File: config.mk
export PLATFORM = sky130hd
export DESIGN_NAME = ir_range_linearize_and_smooth_flat
export DESIGN_NICKNAME = d
export VERILOG_FILES = /design/src/hw/rtl/irls_pkg.sv /design/src/hw/rtl/irls_if.sv /design/src/hw/rtl/ir_range_linearize_and_smooth.sv /design/src/hw/rtl/irls_sdiv.sv /design/src/hw/rtl/irls_smul.sv /design/src/flat_wrapper.sv
export SDC_FILE = /design/constraint.sdc
export NUM_CORES = 1
export LEC_CHECK = 0
export BUFFER_PORTS_ARGS = -buffer_cell sky130_fd_sc_hd__buf_2
export CORE_MARGIN = 4
export CORE_UTILIZATION = 45
export DETAILED_ROUTE_END_ITERATION = 10
export PLACE_DENSITY = 0.72
export SLEW_MARGIN = 20
export SYNTH_ARGS = -nofsm -noshare
export SYNTH_HDL_FRONTEND = slang
export SYNTH_SLANG_ARGS = --single-unit
File: constraint.sdc
create_clock -name clk -period 6.7 [get_ports clk]
set_input_delay 0.335 -clock clk [delete_from_list [all_inputs] [get_ports clk]]
set_output_delay 0.335 -clock clk [all_outputs]
set_load 0.01 [all_outputs]
File: src/hw/rtl/irls_pkg.sv
// shared widths, constants and segment tables for the range linearizer
package irls_pkg;

  localparam int VOLT_W    = 19;  // volts, Q3.16
  localparam int DIST_W    = 20;  // metres, Q4.16
  localparam int SMOOTH_W  = 24;
  localparam int COEF_W    = 17;  // Q1.16
  localparam int WCNT_W    = 4;
  localparam int FRAC_W    = 16;
  localparam int THR_N     = 10;
  localparam int SEG_N     = 9;
  localparam int SEG_W     = 4;
  localparam int SLOPE_W   = 28;
  localparam int NUMD_W    = 46;  // distance numerator incl. rounding term
  localparam int DEN_E8_W  = 27;
  localparam int EA_W      = SMOOTH_W + 1;  // signed sample minus smoothed value

  localparam logic [DEN_E8_W-1:0] DEN_E8     = 27'd100000000;
  localparam logic [NUMD_W-1:0]   HALF_E8    = 46'd50000000;
  localparam logic [DIST_W-1:0]   DIST_MAX   = 20'd655359;
  localparam logic [DIST_W-1:0]   DIST_FAR   = 20'd654705;
  localparam logic [SMOOTH_W-1:0] SMOOTH_MAX = 24'hFFFFFF;
  localparam logic [COEF_W-1:0]   COEF_ONE   = 17'd65536;
  localparam logic [COEF_W-1:0]   COEF_RESET = 17'd6554;
  localparam logic [FRAC_W-1:0]   FRAC_HALF  = 16'h8000;

  typedef logic [VOLT_W-1:0]  volt_t;
  typedef logic [DIST_W-1:0]  dist_t;
  typedef logic [SLOPE_W-1:0] seg_coef_t;

  // segment thresholds in volts, Q16
  localparam volt_t THR [THR_N] = '{
    19'd25187,  19'd28194,  19'd32329,  19'd38720,  19'd47366,
    19'd58644,  19'd84207,  19'd106386, 19'd150369, 19'd205254
  };

  // slope magnitude and intercept per segment, 1e-6 cm units
  localparam seg_coef_t SLOPE [SEG_N] = '{
    28'd217916667, 28'd158484848, 28'd102549020, 28'd75797101, 28'd58111111,
    28'd25637255,  28'd14774011,  28'd7450142,   28'd5970320
  };

  localparam seg_coef_t ICPT [SEG_N] = '{
    28'd163750000, 28'd138181818, 28'd110588235, 28'd94782609, 28'd82000000,
    28'd52941176,  28'd38983051,  28'd27094017,  28'd23698630
  };

endpackage

File: src/hw/rtl/irls_if.sv
// handshake channel interfaces for the range linearizer

interface irls_sample_if #(parameter int ADC_BITS = 10);
  logic                valid;
  logic                ready;
  logic [ADC_BITS-1:0] adc_sample;
  modport source (output valid, adc_sample, input ready);
  modport sink   (input valid, adc_sample, output ready);
endinterface

interface irls_result_if;
  logic                        valid;
  logic                        ready;
  logic [irls_pkg::DIST_W-1:0] filtered_distance;
  logic [irls_pkg::DIST_W-1:0] raw_distance;
  logic                        settled;
  modport source (output valid, filtered_distance, raw_distance, settled, input ready);
  modport sink   (input valid, filtered_distance, raw_distance, settled, output ready);
endinterface

interface irls_cfg_if;
  logic                        valid;
  logic                        ready;
  logic [irls_pkg::COEF_W-1:0] smoothing_coefficient;
  modport source (output valid, smoothing_coefficient, input ready);
  modport sink   (input valid, smoothing_coefficient, output ready);
endinterface

File: src/hw/rtl/ir_range_linearize_and_smooth.sv
// top level: ir range sensor linearizer with warm-up average and exponential smoothing
//
// samples (sink): one converter code per transfer; full scale code is 5 V.
// results (source): filtered_distance and raw_distance in metres Q4.16, plus
//   settled, which goes high once the first WARMUP_SAMPLES samples are averaged.
// cfg (sink): writes smoothing_coefficient, Q1.16 weight of the new sample;
//   values above 1.0 act as 1.0. always ready; write only while idle.
// stages: each runs on a bit-serial unit retiring one bit per cycle: volts
//   divide 19 bits, slope multiply 19 bits, metres divide 20 bits, then
//   warm-up divide 20 bits or smoothing multiply 17 bits. samples outside the
//   table skip the multiply and the metres divide.
// occupancy: one sample in flight; samples.ready is high only while idle, so
//   a new sample is taken only after the last result is committed.
// reset: synchronous, clears the smoothed value, warm-up count and output
//   valid, and loads the coefficient with about 0.1.
// stall: the result waits in the output register while results.ready is low;
//   the next sample is still taken and worked on, and its finished result
//   waits until the register frees before the state is committed.
module ir_range_linearize_and_smooth #(
  parameter int ADC_BITS       = 10,
  parameter int WARMUP_SAMPLES = 10
) (
  input logic            clk,
  input logic            rst,
  irls_sample_if.sink    samples,
  irls_result_if.source  results,
  irls_cfg_if.sink       cfg
);

  // volts numerator: code * 5 * 2^16 + floor(full / 2)
  localparam int FULL    = 2 ** ADC_BITS - 1;
  localparam int VNUM_W  = ADC_BITS + 19;
  localparam int C5_W    = ADC_BITS + 3;
  localparam int DPROD_W = irls_pkg::SLOPE_W + 1 + irls_pkg::VOLT_W;
  localparam int DIFF_W  = DPROD_W + 1;
  localparam int EP_W    = irls_pkg::EA_W + irls_pkg::COEF_W;
  localparam int T_W     = EP_W + 1;
  localparam int WNUM_W  = irls_pkg::DIST_W + 1;
  localparam int WS_W    = irls_pkg::SMOOTH_W + 1;

  typedef enum logic [9:0] {
    S_IDLE = 10'b0000000001,
    S_VOLT = 10'b0000000010,
    S_SEG  = 10'b0000000100,
    S_MUL  = 10'b0000001000,
    S_SUB  = 10'b0000010000,
    S_DDIV = 10'b0000100000,
    S_FILT = 10'b0001000000,
    S_WDIV = 10'b0010000000,
    S_EMA  = 10'b0100000000,
    S_DONE = 10'b1000000000
  } state_t;

  state_t state, state_next;

  // control state
  logic [irls_pkg::SMOOTH_W-1:0] smooth;
  logic [irls_pkg::WCNT_W-1:0]   warm;
  logic [irls_pkg::COEF_W-1:0]   coef;

  // per-sample work registers
  irls_pkg::dist_t               raw;
  logic signed [DIFF_W-1:0]      diff;
  logic [irls_pkg::SMOOTH_W-1:0] pend_s;
  logic                          pend_settled;

  logic in_xfer, out_free, out_load;
  logic vdiv_start, dmul_start, ddiv_start, wdiv_start, emul_start;
  logic vdiv_done, dmul_done, ddiv_done, wdiv_done, emul_done;

  logic [ADC_BITS-1:0]           code;
  logic [C5_W-1:0]               code5;
  logic [VNUM_W-1:0]             vnum;
  irls_pkg::volt_t               volts;
  logic [irls_pkg::SEG_W-1:0]    seg;
  logic                          in_table, below;
  logic signed [DPROD_W-1:0]     dprod;
  logic                          diff_pos;
  logic [irls_pkg::NUMD_W-1:0]   dnum;
  irls_pkg::dist_t               dquo;
  logic                          warming;
  logic [WNUM_W-1:0]             wnum;
  irls_pkg::dist_t               wquo;
  logic [WS_W-1:0]               wsum;
  logic [irls_pkg::COEF_W-1:0]   coef_eff;
  logic signed [irls_pkg::EA_W-1:0] ediff;
  logic signed [EP_W-1:0]        eprod;
  logic [T_W-1:0]                tsum;

  assign in_xfer       = samples.valid && samples.ready;
  assign samples.ready = (state == S_IDLE);
  assign cfg.ready     = 1'b1;
  assign out_free      = !results.valid || results.ready;

  // front end: code to volts
  assign code  = ADC_BITS'(samples.adc_sample);
  assign code5 = C5_W'({code, 2'b00}) + C5_W'(code);
  assign vnum  = {code5, irls_pkg::FRAC_W'(0)} + VNUM_W'(FULL / 2);

  irls_sdiv #(.NUM_W(VNUM_W), .DEN_W(ADC_BITS), .Q_W(irls_pkg::VOLT_W)) u_volt_div (
    .clk   (clk),
    .rst   (rst),
    .start (vdiv_start),
    .num   (vnum),
    .den   (ADC_BITS'(FULL)),
    .done  (vdiv_done),
    .quo   (volts)
  );

  // segment lookup; volts holds steady until the next sample starts
  always_comb begin
    below    = volts < irls_pkg::THR[0];
    in_table = !below && (volts < irls_pkg::THR[irls_pkg::THR_N-1]);
    seg      = '0;
    for (int k = 1; k < irls_pkg::SEG_N; k++) begin
      if (volts >= irls_pkg::THR[k]) begin
        seg = irls_pkg::SEG_W'(k);
      end
    end
  end

  irls_smul #(.A_W(irls_pkg::SLOPE_W + 1), .B_W(irls_pkg::VOLT_W)) u_slope_mul (
    .clk    (clk),
    .rst    (rst),
    .start  (dmul_start),
    .mcand  ($signed({1'b0, irls_pkg::SLOPE[seg]})),
    .mplier (volts),
    .done   (dmul_done),
    .prod   (dprod)
  );

  // intercept * 2^16 - slope * volts, rounded division by 1e8 gives Q16 metres
  assign diff_pos = !diff[DIFF_W-1] && (diff != '0);
  assign dnum     = diff[irls_pkg::NUMD_W-1:0] + irls_pkg::HALF_E8;

  irls_sdiv #(.NUM_W(irls_pkg::NUMD_W), .DEN_W(irls_pkg::DEN_E8_W),
              .Q_W(irls_pkg::DIST_W)) u_dist_div (
    .clk   (clk),
    .rst   (rst),
    .start (ddiv_start),
    .num   (dnum),
    .den   (irls_pkg::DEN_E8),
    .done  (ddiv_done),
    .quo   (dquo)
  );

  // warm-up: add round(raw / WARMUP_SAMPLES)
  assign warming = warm < irls_pkg::WCNT_W'(WARMUP_SAMPLES);
  assign wnum    = WNUM_W'(raw) + WNUM_W'(WARMUP_SAMPLES / 2);
  assign wsum    = WS_W'(smooth) + WS_W'(wquo);

  irls_sdiv #(.NUM_W(WNUM_W), .DEN_W(irls_pkg::WCNT_W), .Q_W(irls_pkg::DIST_W)) u_warm_div (
    .clk   (clk),
    .rst   (rst),
    .start (wdiv_start),
    .num   (wnum),
    .den   (irls_pkg::WCNT_W'(WARMUP_SAMPLES)),
    .done  (wdiv_done),
    .quo   (wquo)
  );

  // moving average as s * 2^16 + r * (raw - s), never negative
  assign coef_eff = (coef > irls_pkg::COEF_ONE) ? irls_pkg::COEF_ONE : coef;
  assign ediff    = irls_pkg::EA_W'(raw) - irls_pkg::EA_W'(smooth);
  assign tsum     = T_W'(eprod) + T_W'({smooth, irls_pkg::FRAC_HALF});

  irls_smul #(.A_W(irls_pkg::EA_W), .B_W(irls_pkg::COEF_W)) u_ema_mul (
    .clk    (clk),
    .rst    (rst),
    .start  (emul_start),
    .mcand  (ediff),
    .mplier (coef_eff),
    .done   (emul_done),
    .prod   (eprod)
  );

  // sequencer
  always_comb begin
    state_next = state;
    vdiv_start = 1'b0;
    dmul_start = 1'b0;
    ddiv_start = 1'b0;
    wdiv_start = 1'b0;
    emul_start = 1'b0;
    out_load   = 1'b0;
    unique case (state)
      S_IDLE: begin
        if (in_xfer) begin
          vdiv_start = 1'b1;
          state_next = S_VOLT;
        end
      end
      S_VOLT: begin
        if (vdiv_done) state_next = S_SEG;
      end
      S_SEG: begin
        if (in_table) begin
          dmul_start = 1'b1;
          state_next = S_MUL;
        end else begin
          state_next = S_FILT;
        end
      end
      S_MUL: begin
        if (dmul_done) state_next = S_SUB;
      end
      S_SUB: begin
        if (diff_pos) begin
          ddiv_start = 1'b1;
          state_next = S_DDIV;
        end else begin
          state_next = S_FILT;
        end
      end
      S_DDIV: begin
        if (ddiv_done) state_next = S_FILT;
      end
      S_FILT: begin
        if (warming) begin
          wdiv_start = 1'b1;
          state_next = S_WDIV;
        end else begin
          emul_start = 1'b1;
          state_next = S_EMA;
        end
      end
      S_WDIV: begin
        if (wdiv_done) state_next = S_DONE;
      end
      S_EMA: begin
        if (emul_done) state_next = S_DONE;
      end
      S_DONE: begin
        // commit only once the output register can take the result
        if (out_free) begin
          out_load   = 1'b1;
          state_next = S_IDLE;
        end
      end
      default: state_next = S_IDLE;
    endcase
  end

  // control registers
  always_ff @(posedge clk) begin
    if (rst) begin
      state         <= S_IDLE;
      results.valid <= 1'b0;
      smooth        <= '0;
      warm          <= '0;
      coef          <= irls_pkg::COEF_RESET;
    end else begin
      state <= state_next;
      if (cfg.valid) begin
        coef <= cfg.smoothing_coefficient;
      end
      if (out_load) begin
        results.valid <= 1'b1;
        smooth        <= pend_s;
        if (!pend_settled) begin
          warm <= warm + 1'b1;
        end
      end else if (results.ready) begin
        results.valid <= 1'b0;
      end
    end
  end

  // datapath registers
  always_ff @(posedge clk) begin
    if (state == S_SEG && !in_table) begin
      raw <= below ? irls_pkg::DIST_FAR : '0;
    end
    if (state == S_MUL && dmul_done) begin
      diff <= DIFF_W'({irls_pkg::ICPT[seg], irls_pkg::FRAC_W'(0)}) - DIFF_W'(dprod);
    end
    if (state == S_SUB && !diff_pos) begin
      raw <= '0;
    end
    if (state == S_DDIV && ddiv_done) begin
      raw <= (dquo > irls_pkg::DIST_MAX) ? irls_pkg::DIST_MAX : dquo;
    end
    if (state == S_WDIV && wdiv_done) begin
      pend_s       <= wsum[WS_W-1] ? irls_pkg::SMOOTH_MAX : wsum[irls_pkg::SMOOTH_W-1:0];
      pend_settled <= 1'b0;
    end
    if (state == S_EMA && emul_done) begin
      pend_s       <= (|tsum[T_W-1:irls_pkg::FRAC_W+irls_pkg::SMOOTH_W]) ?
                      irls_pkg::SMOOTH_MAX :
                      tsum[irls_pkg::FRAC_W+irls_pkg::SMOOTH_W-1:irls_pkg::FRAC_W];
      pend_settled <= 1'b1;
    end
    if (out_load) begin
      results.filtered_distance <= (pend_s > irls_pkg::SMOOTH_W'(irls_pkg::DIST_MAX)) ?
                                   irls_pkg::DIST_MAX : pend_s[irls_pkg::DIST_W-1:0];
      results.raw_distance      <= raw;
      results.settled           <= pend_settled;
    end
  end

endmodule

File: src/hw/rtl/irls_sdiv.sv
// bit-serial restoring divider, one quotient bit per cycle
module irls_sdiv #(
  parameter int NUM_W = 29,
  parameter int DEN_W = 10,
  parameter int Q_W   = 19
) (
  input  logic             clk,
  input  logic             rst,
  input  logic             start,
  input  logic [NUM_W-1:0] num,
  input  logic [DEN_W-1:0] den,
  output logic             done,
  output logic [Q_W-1:0]   quo
);

  localparam int CNT_W = $clog2(Q_W + 1);

  logic [DEN_W-1:0] rem;
  logic [Q_W-1:0]   sh;     // low numerator bits shift out, quotient bits shift in
  logic [CNT_W-1:0] cnt;
  logic             busy;
  logic [DEN_W:0]   trial;
  logic             fits;

  assign trial = {rem, sh[Q_W-1]};
  assign fits  = trial >= {1'b0, den};
  assign quo   = sh;

  always_ff @(posedge clk) begin
    if (rst) begin
      busy <= 1'b0;
      done <= 1'b0;
      cnt  <= '0;
    end else begin
      done <= 1'b0;
      if (start) begin
        busy <= 1'b1;
        cnt  <= CNT_W'(Q_W);
      end else if (busy) begin
        cnt <= cnt - 1'b1;
        if (cnt == CNT_W'(1)) begin
          busy <= 1'b0;
          done <= 1'b1;
        end
      end
    end
  end

  // top numerator bits are below den, so the quotient fits in Q_W bits
  always_ff @(posedge clk) begin
    if (start) begin
      rem <= DEN_W'(num >> Q_W);
      sh  <= num[Q_W-1:0];
    end else if (busy) begin
      rem <= fits ? DEN_W'(trial - {1'b0, den}) : trial[DEN_W-1:0];
      sh  <= {sh[Q_W-2:0], fits};
    end
  end

endmodule

File: src/hw/rtl/irls_smul.sv
// bit-serial shift-add multiplier, signed multiplicand, msb-first unsigned multiplier
module irls_smul #(
  parameter int A_W = 29,
  parameter int B_W = 19
) (
  input  logic                   clk,
  input  logic                   rst,
  input  logic                   start,
  input  logic signed [A_W-1:0]  mcand,
  input  logic [B_W-1:0]         mplier,
  output logic                   done,
  output logic signed [A_W+B_W-1:0] prod
);

  localparam int P_W   = A_W + B_W;
  localparam int CNT_W = $clog2(B_W + 1);

  logic signed [A_W-1:0] areg;
  logic [B_W-1:0]        bsh;
  logic signed [P_W-1:0] acc;
  logic [CNT_W-1:0]      cnt;
  logic                  busy;
  logic [P_W-1:0]        addend;

  assign addend = bsh[B_W-1] ? P_W'(areg) : '0;
  assign prod   = acc;

  always_ff @(posedge clk) begin
    if (rst) begin
      busy <= 1'b0;
      done <= 1'b0;
      cnt  <= '0;
    end else begin
      done <= 1'b0;
      if (start) begin
        busy <= 1'b1;
        cnt  <= CNT_W'(B_W);
      end else if (busy) begin
        cnt <= cnt - 1'b1;
        if (cnt == CNT_W'(1)) begin
          busy <= 1'b0;
          done <= 1'b1;
        end
      end
    end
  end

  always_ff @(posedge clk) begin
    if (start) begin
      areg <= mcand;
      bsh  <= mplier;
      acc  <= '0;
    end else if (busy) begin
      acc <= (acc <<< 1) + addend;
      bsh <= {bsh[B_W-2:0], 1'b0};
    end
  end

endmodule

File: src/flat_wrapper.sv
// flat-port wrapper written by rule: the top's interface ports become plain ports
module ir_range_linearize_and_smooth_flat 
#(
  parameter int ADC_BITS       = 10,
  parameter int WARMUP_SAMPLES = 10
)
  (clk, rst, samples_valid, samples_adc_sample, samples_ready, results_valid, results_filtered_distance, results_raw_distance, results_settled, results_ready, cfg_valid, cfg_smoothing_coefficient, cfg_ready);
  irls_sample_if #(.ADC_BITS(ADC_BITS)) samples_i ();
  irls_result_if results_i ();
  irls_cfg_if cfg_i ();
  input logic clk;
  input logic rst;
  input wire logic [$bits(samples_i.valid)-1:0] samples_valid;
  input wire logic [$bits(samples_i.adc_sample)-1:0] samples_adc_sample;
  output wire logic [$bits(samples_i.ready)-1:0] samples_ready;
  output wire logic [$bits(results_i.valid)-1:0] results_valid;
  output wire logic [$bits(results_i.filtered_distance)-1:0] results_filtered_distance;
  output wire logic [$bits(results_i.raw_distance)-1:0] results_raw_distance;
  output wire logic [$bits(results_i.settled)-1:0] results_settled;
  input wire logic [$bits(results_i.ready)-1:0] results_ready;
  input wire logic [$bits(cfg_i.valid)-1:0] cfg_valid;
  input wire logic [$bits(cfg_i.smoothing_coefficient)-1:0] cfg_smoothing_coefficient;
  output wire logic [$bits(cfg_i.ready)-1:0] cfg_ready;
  assign samples_i.valid = samples_valid;
  assign samples_i.adc_sample = samples_adc_sample;
  assign samples_ready = samples_i.ready;
  assign results_valid = results_i.valid;
  assign results_filtered_distance = results_i.filtered_distance;
  assign results_raw_distance = results_i.raw_distance;
  assign results_settled = results_i.settled;
  assign results_i.ready = results_ready;
  assign cfg_i.valid = cfg_valid;
  assign cfg_i.smoothing_coefficient = cfg_smoothing_coefficient;
  assign cfg_ready = cfg_i.ready;
  ir_range_linearize_and_smooth #(.ADC_BITS(ADC_BITS), .WARMUP_SAMPLES(WARMUP_SAMPLES)) u_core (.clk(clk), .rst(rst), .samples(samples_i), .results(results_i), .cfg(cfg_i));
endmodule
==> results of run 1 <==
## registers in the layout, indices dropped and copies added (netlist names), 24 cells and up
signal / flops
u_core.diff: 49
u_core.u_slope_mul.prod: 48
u_core.u_ema_mul.prod: 42
u_core.u_dist_div.rem: 27
u_core.u_slope_mul.areg: 26
u_core.u_ema_mul.areg: 25
u_core.pend_s: 24
u_core.smooth: 24
## cell usage after synthesis, types with 8 or more instances
master and instances:
nor2_1 331, edfxtp_1 317, nand2_1 274, a21oi_1 234, ha_1 191, dfxtp_1 186
xnor2_1 180, inv_1 142, o21ai_0 142, xor2_1 104, clkbuf_1 101, nor3_1 77
mux2i_1 74, and2_1 71, a21o_1 69, nand3_1 68, nand2b_1 58, nor4_1 43
a211oi_1 35, nor2b_1 35, o21a_1 34, mux2_2 33, nand4_1 33, or2_2 25
and3_1 24, o21bai_1 24, o22a_1 23, a31oi_1 17, a22o_1 16, nor4b_1 14
a21boi_0 13, o21ai_1 13, or3_1 13, buf_1 12, nor3b_1 12, o211ai_1 11
o22ai_1 10, o31ai_1 10, a211o_1 9, buf_2 8, nand3b_1 8
## through the flow
step                  util  hold WS (ps)  power [mW]  setup slack [ps]
floorplan                -         431.7       6.778             468.4
global placement    0.4716         442.2       7.512             568.1
detailed placement  0.4716         447.0       7.560             394.3
CTS                 0.5011         28.46       10.64             358.7
global route        0.5014         44.19       11.28             13.60
finish              0.5014         53.75       10.59             490.8
## final timing paths
check	end	start	cells after the start
max	u_core.diff[47]	u_core.u_volt_div.quo[1]	24
min	u_core.u_volt_div.quo[16]	samples_adc_sample[0]	3
max reg2reg	u_core.diff[47]	u_core.u_volt_div.quo[1]	24
min reg2reg	u_core.u_dist_div.rem[26]	u_core.u_dist_div.rem[26]	2
## cell type report
type	instances	area, µm²
inverter	148	555.5
tap	873	1092
clock buffer	74	1509
sequential	503	13250
multi-input combinational	2437	16330
fill	6149	33540
clock inverter	28	307.8
timing repair buffer	112	698.2
## kinds of logic (layout without fill, tap and decap cells)
group / count (synthesis) / in the layout / synth area share
flops: 503 / 503 / 0.4331
fa+ha+maj: 197 / 197 / 0.08209
xor+xnor: 284 / 284 / 0.08136
buf+inv: 273 / 362 / 0.03458
compound gates: 732 / 732 / 0.1549
other cells: 1 / 1 / 0.0001227
mux: 107 / 107 / 0.03638
simple gates: 1116 / 1116 / 0.1775
## tightest hold or removal path, stage by stage
cell	delay (ps)
buf_2	100
nand2_1	70
nand2_1	70
## layer usage
| metal | routed length (µm) | track usage | vias to the layer above |
|---|---|---|---|
| li1 | - | - | 11630 |
| met2 | 34110 | 0.3332 | 494 |
| met1 | 32260 | 0.2586 | 11020 |
| met5 | 0 | 0 | - |
| met4 | 1987 | 0.05609 | 0 |
| met3 | 2679 | 0.02309 | 125 |
## timing repair
item                                    4_1_cts  5_1_grt
hold endpoints to repair                     17        0
endpoints found under the setup margin        0        4
gates resized for setup                       0        2
hold buffers                                 17        0
## power breakdown
part / total, mW / internal (mW) / switching, mW
Sequential: 4.10 / 3.78 / 0.324
Clock: 3.04 / 1.75 / 1.29
Combinational: 3.45 / 1.47 / 1.98
Total: 10.6 / 7.00 / 3.59
==> out/summary.txt, run 1 <==
status -> completed
gr ovfl total -> 0
vias in the first global route -> 21930
Rel. slew slack -> 0.2527
RSZ-0062 raised after global routing -> false
most frequent cells in the layout -> 328 x nor2_1, 317 x edfxtp_1, 274 x nand2_1
TritonCTS clock tree -> yes
Seq/Total Area, Yosys -> 0.4331
Tmin final -> 6209 ps
Worst Tran Pin Value -> 1118 ps
ys async rst share -> 0
syn_area_per_cell -> 9.516 µm²
number of synthesized register bits -> 503
Worst path slowest cell -> edfxtp_1
setup bufs post-CTS -> 0
first-pass GRT wire length -> 114.5 mm
initial antenna violation count -> 0
cells after synthesis -> 3213
layout cells sized above 1 -> 0.08419
largest net degree at the start of global routing -> 85
CP Class -> reg -> reg
max-slew violations -> 0
Buf+Inv Stages, Crit Path -> 1
area share of the largest cell type after synthesis -> 0.3113
Worst-Skew Late Latency -> 630 ps
clock sink total -> 503
Placed Cells incl. Taps -> 4056
CP arrival -> 6580 ps
Yosys top cell by area -> edfxtp_1
Post-synth EDFFs -> 317
non-filler instance count after layout -> 4175
drt total wl -> 71.04 mm
Setup Viol. Count Final -> 0
peak supply drop -> 288.5 µV
Sum Neg Setup Slack -> 0 ps
YS warnings -> 0
DR WL/cell -> 17.01 µm
Distinct cells, synth -> 91
period utilization -> 0.9268
CP Launch Type -> flip-flop
DRC violations left -> 0
H-tree Lvls -> 2
die height -> 268.7 µm
Via density -> 5.574
LEAKAGE -> 12.85 nW
dpl hpwl -> 51.94 mm
CTS clk-pin slew, worst paths -> 60 ps
Clock Root Buffer -> clkbuf_16
Vias -> 23270
DRT Pass-1 Iters -> 5
largest cells by area after synthesis -> edfxtp_1 31%, dfxtp_1 12%, ha_1 7.8%
HP Class -> in -> reg
Data required, critical path -> 7070 ps
Starting Density -> 0.4545
max cap viols -> 0
CP Capture Type -> flip-flop
Synth Net Count -> 3442
total I/O pin count -> 76
routability cong. -> 0.9188
cell family with most CP delay -> simple AND/OR/NAND/NOR gates
fmax -> 161.1 MHz
Mapped Area -> 0.03057 mm²
die width -> 268.7 µm
most common cell after layout, fill and taps aside -> nor2_1
Port Buffers -> 74
core area -> 0.06728 mm²
pwr dens -> 314.0 mW/mm²
CP Cell Sequence -> o31a_1 -> o31ai_1 -> a211oi_1 -> nor4_2 -> or2_1 -> nand2_1 -> a21oi_1 -> nor4_2 -> nor2_1 -> inv_1 -> ha_1 -> mux2i_1 -> nand2_1 -> ha_1 -> and3_1 -> nand3_1 -> o211ai_1 -> a22oi_1 -> a21oi_1 -> a2bb2oi_1 -> nand4_1 -> and3_1 -> nor4_1 -> xnor2_1
Tot GR Track Use -> 0.1936
Synth Flop Type -> edfxtp_1
Clock Skew -> 30.68 ps
DP Area -> 0.03173 mm²
# diodes -> 0
final instance area -> 0.03373 mm²
# nets final -> 3485
post-route antenna net violation count -> 0
row count -> 95
slowest stage delay, CP -> 510 ps
DR iter-0 viols -> 1471
reg-to-reg slack, setup -> 490 ps
Max Fanout on Critical Path -> 9
CTS buffer count -> 54
Final Hold Vio Count -> 0
area added between synthesis and finish -> 10.34%
full die area -> 0.07218 mm²
clock buffer depth -> 3
Note: power is estimated with default switching activity, not from simulation.
==> run 2, diff against run 1 <==
--- a/config.mk
+++ b/config.mk
@@ -5,7 +5,7 @@
 export SDC_FILE = /design/constraint.sdc
 export NUM_CORES = 1
 export LEC_CHECK = 0
-export BUFFER_PORTS_ARGS = -buffer_cell sky130_fd_sc_hd__buf_2
+export BUFFER_PORTS_ARGS = -buffer_cell sky130_fd_sc_hd__buf_4
 export CORE_MARGIN = 4
 export CORE_UTILIZATION = 45
 export DETAILED_ROUTE_END_ITERATION = 10
==> out/summary.txt, run 2 (synthesized netlist as in run 1, its figures left out) <==
area added between synthesis and finish -> 11.57%
hold path depth -> 3
Largest register FFs -> 49
# nets final -> 3487
DRC violations left -> 0
DRT Pass-1 Iters -> 5
final instance area -> 0.03411 mm²
CP arrival -> 6610 ps
Max Fanout on Critical Path -> 9
CP Capture Type -> flip-flop
reg-to-reg slack, setup -> 450 ps
core area -> 0.06728 mm²
Fillers -> 6087
largest net degree at the start of global routing -> 84
most frequent cells in the layout -> 328 x nor2_1, 317 x edfxtp_1, 273 x nand2_1
H-tree Lvls -> 2
RSZ-0062 raised after global routing -> false
die height -> 268.7 µm
vias in the first global route -> 21830
post-route antenna net violation count -> 0
Setup Viol. Count Final -> 0
full die area -> 0.07218 mm²
Worst Tran Pin Value -> 1086 ps
max-slew violations -> 0
die width -> 268.7 µm
Rel. slew slack -> 0.2681
CTS clk-pin slew, worst paths -> 60 ps
Hold EP -> u_core.u_volt_div.quo[16]
Sum Neg Setup Slack -> 0 ps
Via density -> 5.563
Top reg by flops -> u_core.diff
HP Start -> samples_adc_sample[0]
DP Area -> 0.03191 mm²
Starting Density -> 0.4545
setup bufs post-CTS -> 0
Clock Root Buffer -> clkbuf_16
Tmin final -> 6251 ps
dpl hpwl -> 52.01 mm
DR WL/cell -> 17.18 µm
HP Class -> in -> reg
clock buffer depth -> 3
row count -> 95
Worst-Skew Late Latency -> 620 ps
drt total wl -> 71.83 mm
Tot GR Track Use -> 0.1955
Util after Layout -> 0.5070
CTS buffer count -> 56
R2R depth -> 24
TritonCTS clock tree -> yes
first-pass GRT wire length -> 115.1 mm
Reg-to-Reg Start -> u_core.u_volt_div.quo[1]
initial antenna violation count -> 4
clock sink total -> 503
CP Launch Type -> flip-flop
Final Hold Vio Count -> 0
most common cell after layout, fill and taps aside -> nor2_1
R2R Path End -> u_core.diff[47]
peak supply drop -> 239.7 µV
Clock Skew -> 27.19 ps
CP Class -> reg -> reg
fmax -> 160.0 MHz
routability cong. -> 0.9231
status -> completed
pwr dens -> 318.5 mW/mm²
Data required, critical path -> 7060 ps
max cap viols -> 0
Vias -> 23250
DR iter-0 viols -> 1727
total I/O pin count -> 76
period utilization -> 0.9330
layout cells sized above 1 -> 0.08832
LEAKAGE -> 12.99 nW
gr ovfl total -> 0
Port Buffers -> 74
## run 2: cell count changes in the layout (fill, tap and decap cells not counted), moves of 2 or more
cell / previous run / this run
buf_2: 74 / 0
inv_8: 0 / 3
clkbuf_1: 14 / 4
clkinvlp_4: 2 / 8
clkbuf_16: 56 / 58
buf_4: 21 / 95
bufinv_16: 4 / 8
## run 2: per-stage QoR
step	setup WS [ps]	hold WS (ps)	total power, mW	cells
2_1_floorplan	468.4	431.7	6.778	3213
3_3_place_gp	567.2	443.1	7.524	4056
3_5_place_dp	436.1	461.5	7.569	4056
4_1_cts	389.9	21.76	10.91	4179
5_1_grt	48.53	35.72	11.54	4179
6_report	448.8	54.63	10.87	4180
## run 2: critical path: stages (launching register included)
cell and delay, ps:
edfxtp_1 510, o31a_1 320, o31ai_1 230, a211oi_1 180
nor4_2 410, or2_1 220, nand2_1 70, a21oi_1 260
nor4_2 130, nor2_1 400, inv_1 180, ha_1 340
mux2i_1 170, nand2_1 80, ha_1 390, and3_1 190
nand3_1 120, o211ai_1 310, a22oi_1 160, a21oi_1 240
a2bb2oi_1 400, nand4_1 130, and3_1 190, nor4_1 240
xnor2_1 110
## run 2: how the worst max path moves through the flow
stage                      end  slack [ps]                      from
2_1_floorplan   u_core.diff[0]         470           u_core.state[4]
3_3_place_gp   u_core.diff[47]         570  u_core.u_volt_div.quo[1]
3_5_place_dp   u_core.diff[47]         440  u_core.u_volt_div.quo[1]
4_1_cts        u_core.diff[47]         390  u_core.u_volt_div.quo[1]
5_1_grt        u_core.diff[47]          50  u_core.u_volt_div.quo[1]
6_report       u_core.diff[47]         450  u_core.u_volt_div.quo[1]
## run 2: repair_timing
item / CTS / global route
hold endpoints to repair: 17 / 0
endpoints found under the setup margin: 0 / 3
gates resized for setup: 0 / 2
hold buffers: 17 / 0
## run 2: final cells by class
cell class / count / area (µm²) / area share
sequential: 503 / 13250 / 0.3883
timing repair buffer: 112 / 883.3 / 0.02589
antenna: 1 / 2.502 / 0.00007336
multi-input combinational: 2437 / 16320 / 0.4785
tap: 873 / 1092 / 0.03202
inverter: 148 / 555.5 / 0.01629
clock buffer: 65 / 1508 / 0.04420
clock inverter: 41 / 503.0 / 0.01474
## run 2: per-layer routing
metal | up-vias | wire [µm] | GRT usage | part of all wire
met3 | 123 | 3315 | 0.02455 | 0.046
met5 | - | 0 | 0 | 0
met4 | 0 | 2177 | 0.06513 | 0.030
met1 | 10940 | 31970 | 0.2604 | 0.45
met2 | 546 | 34370 | 0.3323 | 0.48
li1 | 11650 | - | - | -
## run 2: where the power goes
| part | leakage [nW] | internal, mW | total [mW] | switching, mW |
|---|---|---|---|---|
| Clock | 0.966 | 1.95 | 3.29 | 1.34 |
| Sequential | 4.29 | 3.78 | 4.10 | 0.326 |
| Combinational | 7.73 | 1.48 | 3.47 | 1.99 |
==> run 3, diff against run 2 <==
--- a/config.mk
+++ b/config.mk
@@ -10,6 +10,8 @@
 export CORE_UTILIZATION = 45
 export DETAILED_ROUTE_END_ITERATION = 10
 export PLACE_DENSITY = 0.72
+export RECOVER_POWER = 50
+export SETUP_SLACK_MARGIN = 0.2
 export SLEW_MARGIN = 20
 export SYNTH_ARGS = -nofsm -noshare
 export SYNTH_HDL_FRONTEND = slang
==> constraint.sdc (replaced) <==
create_clock -name clk -period 6.7 [get_ports clk]
set_input_delay 0.335 -clock clk [delete_from_list [all_inputs] [get_ports clk]]
set_output_delay 0.335 -clock clk [all_outputs]
set_load 0.1 [all_outputs]
==> out/summary.txt, run 3 (synthesized netlist as in run 1, its figures left out) <==
DRT Pass-1 Iters -> 5
pre-CTS setup slack -> 436.1 ps
Sw Ratio -> 0.3390
DR iter-0 viols -> 1705
Final Hold Vio Count -> 0
LEAKAGE -> 12.78 nW
Setup Viol. Count Final -> 0
RSZ-0062 raised after global routing -> false
sequential power share -> 0.377
TritonCTS clock tree -> yes
Clock Skew -> 28.07 ps
max cap viols -> 10
Vias -> 23250
non-filler instance count after layout -> 4180
first-pass GRT wire length -> 115.1 mm
Worst Tran Pin Value -> 3887 ps
initial antenna violation count -> 4
most frequent cells in the layout -> 329 x nor2_1, 317 x edfxtp_1, 274 x nand2_1
HP Start -> samples_adc_sample[0]
Data required, critical path -> 7060 ps
layout cells sized above 1 -> 0.07108
Tot GR Track Use -> 0.1955
switching pwr -> 3.691 mW
row count -> 95
status -> finished, violations left
drt total wl -> 71.78 mm
CTS buffer count -> 56
DR WL/cell -> 17.17 µm
H-tree Lvls -> 2
Clock Root Buffer -> clkbuf_16
hold path depth -> 3
CP Class -> reg -> reg
core area -> 0.06728 mm²
Top reg by flops -> u_core.diff
pwr dens -> 321.2 mW/mm²
Hold EP -> u_core.u_volt_div.quo[16]
Port Buffers -> 74
Sum Neg Setup Slack -> 0 ps
fmax -> 164.9 MHz
clock buffer depth -> 3
peak supply drop -> 239.2 µV
max-slew violations -> 440
Placed Cells incl. Taps -> 4056
CP arrival -> 6420 ps
Rel. slew slack -> -1.592
Largest register FFs -> 49
Max Fanout on Critical Path -> 9
area added between synthesis and finish -> 10.84%
R2R depth -> 24
Tmin final -> 6064 ps
combinational power share -> 0.321
post-route antenna net violation count -> 0
violated checks -> max-capacitance violations, max-slew violations
Reg-to-Reg Start -> u_core.u_volt_div.quo[1]
CTS clk-pin slew, worst paths -> 60 ps
# nets final -> 3487
die height -> 268.7 µm
most common cell after layout, fill and taps aside -> nor2_1
Via density -> 5.561
total I/O pin count -> 76
routability cong. -> 0.9231
CP Launch Type -> flip-flop
gr ovfl total -> 0
DP Area -> 0.03191 mm²
largest net degree at the start of global routing -> 84
die width -> 268.7 µm
clock power share -> 0.302
Starting Density -> 0.4545
final instance area -> 0.03389 mm²
dpl hpwl -> 52.01 mm
DRC violations left -> 0
Final WS setup -> 636.1 ps
clock sink total -> 503
Worst-Skew Late Latency -> 630 ps
CP Capture Type -> flip-flop
R2R Path End -> u_core.diff[47]
Pint -> 7.195 mW
HP Class -> in -> reg
period utilization -> 0.9051
vias in the first global route -> 21830
full die area -> 0.07218 mm²
reg-to-reg slack, setup -> 640 ps
[run 3: area by class of cell]
class                      count  area [µm²]
fill                        6151       33390
multi-input combinational   2437       16300
sequential                   503       13250
clock buffer                  65        1508
tap                          873        1092
timing repair buffer         112       680.7
inverter                     148       555.5
clock inverter                41       503.0
antenna                        1       2.502
[run 3: metrics by stage]
| stage | utilization | total power [mW] | hold WS (ps) |
|---|---|---|---|
| 5_1_grt | 0.5037 | 11.57 | 36.17 |
| 4_1_cts | 0.5068 | 10.94 | 21.76 |
| 3_3_place_gp | 0.4744 | 7.556 | 443.1 |
| 2_1_floorplan | - | 6.812 | 431.7 |
| 6_report | 0.5037 | 10.89 | 53.22 |
| 3_5_place_dp | 0.4744 | 7.601 | 461.5 |
[run 3: per-layer routing]
layer,up-vias,wire length (µm),global-route usage
met4,0,2139,0.06513
met5,-,0,0
met2,534,34360,0.3323
met3,121,3521,0.02455
met1,10940,31760,0.2604
li1,11650,-,-
[run 3: what timing repair did]
action / 4_1_cts / 5_1_grt
endpoints found under the hold margin: 17 / 0
endpoints found under the setup margin: 0 / 7
setup buffers: 0 / 0
gates resized for setup: 0 / 3
hold buffers: 17 / 0
[run 3: critical path: stages (launching register included)]
cell and delay (ps):
edfxtp_1 510, o31a_1 320, o31ai_1 230, a211oi_1 180, nor4_2 400, or2_1 220, nand2_1 60, a21oi_1 270
nor4_2 130, nor2_2 290, inv_1 150, ha_1 320, mux2i_1 170, nand2_1 80, ha_1 390, and3_1 190
nand3_1 120, o211ai_1 310, a22oi_1 160, a21oi_1 240, a2bb2oi_1 380, nand4_1 130, and3_1 190, nor4_1 240
xnor2_1 110
[run 3: worst max path at each step]
stage	from	to	slack, ps	cells after the start
2_1_floorplan	u_core.state[4]	u_core.diff[0]	470	3
3_3_place_gp	u_core.u_volt_div.quo[1]	u_core.diff[47]	570	24
3_5_place_dp	u_core.u_volt_div.quo[1]	u_core.diff[47]	440	24
4_1_cts	u_core.u_volt_div.quo[1]	u_core.diff[47]	390	24
5_1_grt	u_core.u_volt_div.quo[1]	u_core.diff[47]	200	24
6_report	u_core.u_volt_div.quo[1]	u_core.diff[47]	640	24
[run 3: power by group through the flow]
stage / Combinational [mW] / Sequential (mW) / Clock [mW]
2_1_floorplan: 2.82 / 3.99 / 0
3_3_place_gp: 3.41 / 4.14 / 0
3_5_place_dp: 3.45 / 4.15 / 0
4_1_cts: 3.48 / 4.09 / 3.37
5_1_grt: 3.92 / 4.15 / 3.50
6_report: 3.49 / 4.10 / 3.29
